## src/hdl/dscu_pkg.sv

```systemverilog
// shared types, constants and tables for the degree sine/cosine unit
package dscu_pkg;

    localparam int ANGLE_W         = 32;
    localparam int OUT_W           = 16;
    localparam int CORDIC_STAGES   = 16;
    localparam int ANGLE_FRAC_BITS = 16;
    localparam int ATAN_LEN        = 30;
    localparam int NUM_CELLS       = (CORDIC_STAGES < ATAN_LEN) ? CORDIC_STAGES : ATAN_LEN;
    localparam int STAGE_W         = $clog2(ATAN_LEN);

    // datapath width of the rotation cells, q2.30 with headroom
    localparam int CW = 34;

    // integer part of the angle magnitude and the divide-by-90 reciprocal
    localparam int N_W         = ANGLE_W - ANGLE_FRAC_BITS;
    localparam int RECIP_SHIFT = N_W + 7;
    localparam int RECIP_W     = N_W + 1;
    localparam int PROD1_W     = N_W + RECIP_W;
    localparam int Q_W         = N_W - 6;
    localparam logic [RECIP_W-1:0] RECIP =
        RECIP_W'(((64'd1 << RECIP_SHIFT) + 64'd89) / 64'd90);

    // remainder widths: below 90 degrees, and below 45 degrees after rounding
    localparam int REM_W  = ANGLE_FRAC_BITS + 7;
    localparam int RMAG_W = ANGLE_FRAC_BITS + 6;
    localparam logic [REM_W-1:0] QUARTER_DEG = REM_W'(90) << ANGLE_FRAC_BITS;
    localparam logic [REM_W-1:0] EIGHTH_DEG  = REM_W'(45) << ANGLE_FRAC_BITS;

    // degrees to q2.30 radians
    localparam int DEG2RAD_W = 27;
    localparam logic [DEG2RAD_W-1:0] DEG2RAD = DEG2RAD_W'(74961321);
    localparam int PROD2_W = RMAG_W + DEG2RAD_W + 1;
    localparam int ZMAG_W  = PROD2_W - (ANGLE_FRAC_BITS + 2);

    localparam logic signed [CW-1:0] CORDIC_GAIN = CW'(652032874);

    localparam logic [1:0] QUAD_0 = 2'd0;
    localparam logic [1:0] QUAD_1 = 2'd1;
    localparam logic [1:0] QUAD_2 = 2'd2;
    localparam logic [1:0] QUAD_3 = 2'd3;

    typedef struct packed {
        logic signed [CW-1:0] x;
        logic signed [CW-1:0] y;
        logic signed [CW-1:0] z;
        logic [1:0]           quad;
        logic                 neg;
    } t_rot;

    // atan(2^-i) in q30
    function automatic logic [29:0] atan_q30(input logic [STAGE_W-1:0] idx);
        logic [29:0] v;
        case (idx)
            5'd0:  v = 30'd843314857;
            5'd1:  v = 30'd497837829;
            5'd2:  v = 30'd263043837;
            5'd3:  v = 30'd133525159;
            5'd4:  v = 30'd67021687;
            5'd5:  v = 30'd33543516;
            5'd6:  v = 30'd16775851;
            5'd7:  v = 30'd8388437;
            5'd8:  v = 30'd4194283;
            5'd9:  v = 30'd2097149;
            5'd10: v = 30'd1048576;
            5'd11: v = 30'd524288;
            5'd12: v = 30'd262144;
            5'd13: v = 30'd131072;
            5'd14: v = 30'd65536;
            5'd15: v = 30'd32768;
            5'd16: v = 30'd16384;
            5'd17: v = 30'd8192;
            5'd18: v = 30'd4096;
            5'd19: v = 30'd2048;
            5'd20: v = 30'd1024;
            5'd21: v = 30'd512;
            5'd22: v = 30'd256;
            5'd23: v = 30'd128;
            5'd24: v = 30'd64;
            5'd25: v = 30'd32;
            5'd26: v = 30'd16;
            5'd27: v = 30'd8;
            5'd28: v = 30'd4;
            5'd29: v = 30'd2;
            default: v = 30'd0;
        endcase
        return v;
    endfunction

endpackage

```

## src/hdl/dscu_cell.sv

```systemverilog
// one cordic rotation cell: holds one item and hands it to the next cell
module dscu_cell import dscu_pkg::*; (
    input  logic               i_clk,
    input  logic               i_rst_n,
    input  logic [STAGE_W-1:0] i_stage,
    input  logic               i_valid,
    input  t_rot               i_data,
    output logic               o_ready,
    input  logic               i_ready,
    output logic               o_valid,
    output t_rot               o_data
);

    logic                 r_valid;
    t_rot                 r_data;
    t_rot                 n_data;
    logic signed [CW-1:0] dx;
    logic signed [CW-1:0] dy;
    logic signed [CW-1:0] ang;

    assign o_ready = !r_valid || i_ready;
    assign o_valid = r_valid;
    assign o_data  = r_data;

    always_comb begin
        dx     = i_data.y >>> i_stage;
        dy     = i_data.x >>> i_stage;
        ang    = CW'(atan_q30(i_stage));
        n_data = i_data;
        if (!i_data.z[CW-1]) begin
            n_data.x = i_data.x - dx;
            n_data.y = i_data.y + dy;
            n_data.z = i_data.z - ang;
        end else begin
            n_data.x = i_data.x + dx;
            n_data.y = i_data.y - dy;
            n_data.z = i_data.z + ang;
        end
    end

    always_ff @(posedge i_clk) begin
        if (!i_rst_n) begin
            r_valid <= 1'b0;
        end else if (o_ready) begin
            r_valid <= i_valid;
        end
    end

    always_ff @(posedge i_clk) begin
        if (o_ready && i_valid) begin
            r_data <= n_data;
        end
    end

endmodule

```

## config.mk

```make
export PLATFORM = sky130hd
export DESIGN_NAME = dscu_cell
export DESIGN_NICKNAME = d
export VERILOG_FILES = /design/src/hdl/dscu_pkg.sv /design/src/hdl/dscu_cell.sv
export SDC_FILE = /design/constraint.sdc
export NUM_CORES = 1
export LEC_CHECK = 0
export BUFFER_PORTS_ARGS = -buffer_cell sky130_fd_sc_hd__buf_2
export CAP_MARGIN = 20
export CELL_PAD_IN_SITES_DETAIL_PLACEMENT = 0
export CELL_PAD_IN_SITES_GLOBAL_PLACEMENT = 1
export CORE_ASPECT_RATIO = 1.25
export CORE_MARGIN = 5
export CORE_UTILIZATION = 46
export CTS_BUF_LIST = sky130_fd_sc_hd__clkbuf_2 sky130_fd_sc_hd__clkbuf_4 sky130_fd_sc_hd__clkbuf_8
export DETAILED_ROUTE_END_ITERATION = 16
export PLACE_DENSITY = 0.83
export SYNTH_ARGS = -nofsm -noshare
export SYNTH_HDL_FRONTEND = slang
export SYNTH_SLANG_ARGS = --single-unit
```

## constraint.sdc

```tcl
create_clock -name i_clk -period 6.35 [get_ports i_clk]
set_input_delay 0.3175 -clock i_clk [delete_from_list [all_inputs] [get_ports i_clk]]
set_output_delay 0.3175 -clock i_clk [all_outputs]
set_load 0.005 [all_outputs]
```

==> results.sh <==
export IMPL_status="complete, no violations"
export IMPL_cp_start_kind="primary input"
export IMPL_synth_top_flop_cell="edfxtp_1"
export IMPL_min_path_type="in -> reg"
export IMPL_ys_ff_latch=106
export IMPL_place_hpwl_um=52400
export IMPL_power_leakage_nw=7.92
export IMPL_crit_path_max_fanout=25
export IMPL_cpMostUsedCell="a21o_1"
export IMPL_seq_area_frac_synth_pct=20.3
export IMPL_synth_cells=1715
export IMPL_multi_input_area_mm2=0.0118
export IMPL_timing_hold_ws_ns=0.0382
export IMPL_cpPeakStageDelay_ns=0.54
export IMPL_final_antenna_net_count=0
export IMPL_nFillCells=3146
export IMPL_yosysTopAreaCellShare_pct=20.2
export IMPL_regArea_mm2=0.00317
export IMPL_grt_ovfl_total=0
export IMPL_post_route_min_period_ns=6.04
export IMPL_endpoint="o_data[104]$_DFFE_PP_"
export IMPL_end_kind="flip-flop"
export IMPL_htreeDepth=3
export IMPL_grt_pass1_wl_um=97200
export IMPL_n_antenna_cell=0
export IMPL_yosysUniqueCellTypes=94
export IMPL_setup_viol=0
export IMPL_synth_most_common_cell="nor2_1"
export IMPL_clkLatencyLatePin_ns=0.45
export IMPL_cts_resized_gates=0
export IMPL_critPathKind="in -> reg"
export IMPL_relSlewSlack_pct=42.7
export IMPL_rr_worst_depth=3
export IMPL_via_per_inst=6.43
export IMPL_cts_buffers=9
export IMPL_place_congestion=1.02
export IMPL_fmax_mhz=166
export IMPL_r2r_slack_ns=4.26
export IMPL_slowest_stage="mux4_2"
export IMPL_die_height_um=216
export IMPL_rsz0062_at_grt="no"
export IMPL_stdcell_area_mm2=0.0183
export IMPL_die_area_mm2=0.0377
export IMPL_synth_common_cells="149 x nor2_1, 139 x a21oi_1, 115 x xnor2_1, 114 x nand2_1, 110 x ha_1"
export IMPL_r2r_end="o_data[95]$_DFFE_PP_"
export IMPL_drv_cap=0
export IMPL_drive_above_1_share_pct=27.2
export IMPL_rows=75
export IMPL_portBuffers=220
export IMPL_avgSynthCellArea_um2=9.10
export IMPL_grt_pass1_vias=15600
export IMPL_cts_hold_buf=0
export IMPL_clk_pin_slew_ns=0.12
export IMPL_syn_to_final_growth_pct=17.3
export IMPL_finalSetupTns_ns=0
export IMPL_start_util_pct=46.5
export IMPL_cts_sinks=106
export IMPL_period_share_pct=95.1
export IMPL_finClkSkew_ns=0.0196
export IMPL_dp_cells=2433
export IMPL_r2r_start="o_valid$_SDFFE_PN0N_"
export IMPL_slew_viol_final=0
export IMPL_cts_root_buffer="clkbuf_8"
export IMPL_cts_tree="done"
export IMPL_via_count=15700
export IMPL_synth_largest_area_cell="edfxtp_1"
export IMPL_wl_um=65000
export IMPL_crit_path_cell_trace="buf_6, buf_12, mux4_2, mux2_2, a222oi_1, o21a_1, ha_1, nand4_1, nor2_1, a21oi_1, xor2_1, ha_1, a21o_1, a21o_1, a21o_1, a311o_1, o32ai_1, buf_4, o21ai_0, a221oi_1, a21oi_1, a211oi_1, xnor2_1"
export IMPL_core_area_mm2=0.0336
export IMPL_syn_area_mm2=0.0156
export IMPL_first_pass_iters=6
export IMPL_grtUsageTotal_pct=33.5
export IMPL_wl_per_cell_um=26.6
export IMPL_worst_pin_slew_ns=0.850
export IMPL_synth_top_cells_by_area="edfxtp_1 20%, mux4_2 9.5%, ha_1 8.8%, xnor2_1 6.5%, a21oi_1 4.5%"
export IMPL_syn_nets=1942
export IMPL_antenna_found_initial=1
export IMPL_cellPowerDensity_mw_per_mm2=208
export IMPL_ios=221
export IMPL_die_w_um=175
export IMPL_yosys_warnings=0
export IMPL_cts_buffer_depth=2
export IMPL_finalHoldViolCount=0
export IMPL_vdd_drop_max_mv=0.173
export IMPL_critPathLaunch="i_stage[0]"
export IMPL_place_area_mm2=0.0181
export IMPL_worst_ep_required_time_ns=6.55
export IMPL_synth_edf_count=105
export IMPL_grt_max_degree=54
export IMPL_finalNonFillerCells=2449
export IMPL_cts_setup_buffers=0
export IMPL_nNetsFinal=2248
export IMPL_cp_arrival_ns=6.24
export IMPL_drc=0
export IMPL_drt_initial_drc_count=1545
export IMPL_synthArstFlopShare_pct=0
## final cells by class
| cell class | instances | area share (%) |
|---|---|---|
| flip-flops and latches | 106 | 17.3 |
| well taps | 423 | 2.89 |
| repair buffers | 391 | 13.6 |
| clock inverters | 6 | 0.396 |
| inverters | 41 | 0.841 |
| clock buffers | 10 | 0.718 |
| multi-input cells | 1472 | 64.2 |
## critical path, delay by kind of cell
family                   cells  cell delay [ns]
AO/OA/AOI/OAI               12             2.99
multiplexers                 2             0.87
buffers and inverters        3             0.73
adder cells (fa/ha/maj)      2             0.54
AND/OR/NAND/NOR              2             0.48
XOR/XNOR                     2             0.29
## metrics by stage
| step | worst slack (ns) | power [mW] | util (%) |
|---|---|---|---|
| 6_report | 0.313 | 3.81 | 54.5 |
| 5_1_grt | 0.0440 | 4.06 | 54.5 |
| 4_1_cts | 0.371 | 3.81 | 54.5 |
| 3_5_place_dp | -0.124 | 3.31 | 53.9 |
| 3_3_place_gp | -0.0684 | 3.29 | 53.9 |
| 2_1_floorplan | 0.452 | 2.49 | - |
## sequential cells by signal, summed over array words and instances, names as in the netlist
signal	cells
o_valid	1
o_data	105
## how the worst min path moves through the flow
| stage | startpoint | endpoint | slack [ns] | depth (start not counted) |
|---|---|---|---|---|
| CTS | i_data[2] | o_data[2]$_DFFE_PP_ | 0.0003 | 1 |
| floorplan | i_data[0] | o_data[0]$_DFFE_PP_ | 0.42 | 0 |
| finish | i_data[1] | o_data[1]$_DFFE_PP_ | 0.04 | 1 |
| detailed placement | i_data[2] | o_data[2]$_DFFE_PP_ | 0.50 | 1 |
| global placement | i_data[2] | o_data[2]$_DFFE_PP_ | 0.49 | 1 |
| global route | i_data[2] | o_data[2]$_DFFE_PP_ | 0.03 | 1 |
## logic make-up (layout without fill, tap and decap cells)
| kind of cell | after synthesis | after routing | synth area share (%) |
|---|---|---|---|
| xor gates and xnor gates | 180 | 180 | 10.1 |
| AOI/OAI and AO/OA | 525 | 525 | 22.8 |
| buffers and inverters | 137 | 448 | 4.37 |
| and+or+nand+nor | 470 | 470 | 15.1 |
| DFF | 106 | 106 | 20.3 |
| adders and majority gates | 113 | 113 | 9.20 |
| muxes | 184 | 184 | 18.1 |
## cells in the final DEF (no fill, tap or decap), drive strengths merged, types with 10 or more instances in the layout
cell,instances
buf,391
nor2,149
a21oi,141
xnor2,115
nand2,114
ha,110
edfxtp,105
mux4,71
a21o,70
mux2i,65
o21ai,65
xor2,65
mux2,48
inv,40
a31oi,33
nor2b,32
nor3,31
a211oi,30
o22ai,28
nand2b,22
and3,22
and2,22
nand3,21
o21bai,19
o21a,13
a221oi,12
clkbuf,10
## layer usage
metal	share of wire, %	vias to the layer above	GRT usage, %
li1	-	7192	-
met4	6.8	0	18.7
met5	0	-	0
met3	6.5	185	4.88
met1	40	7633	41.1
met2	47	725	56.4
## report_power, final
group          internal (mW)  total (mW)  switching [mW]
Clock                  0.191       0.481           0.291
Sequential              1.01        1.04          0.0362
Combinational           1.01        2.28            1.27
Note: power is estimated with default switching activity, not from simulation.
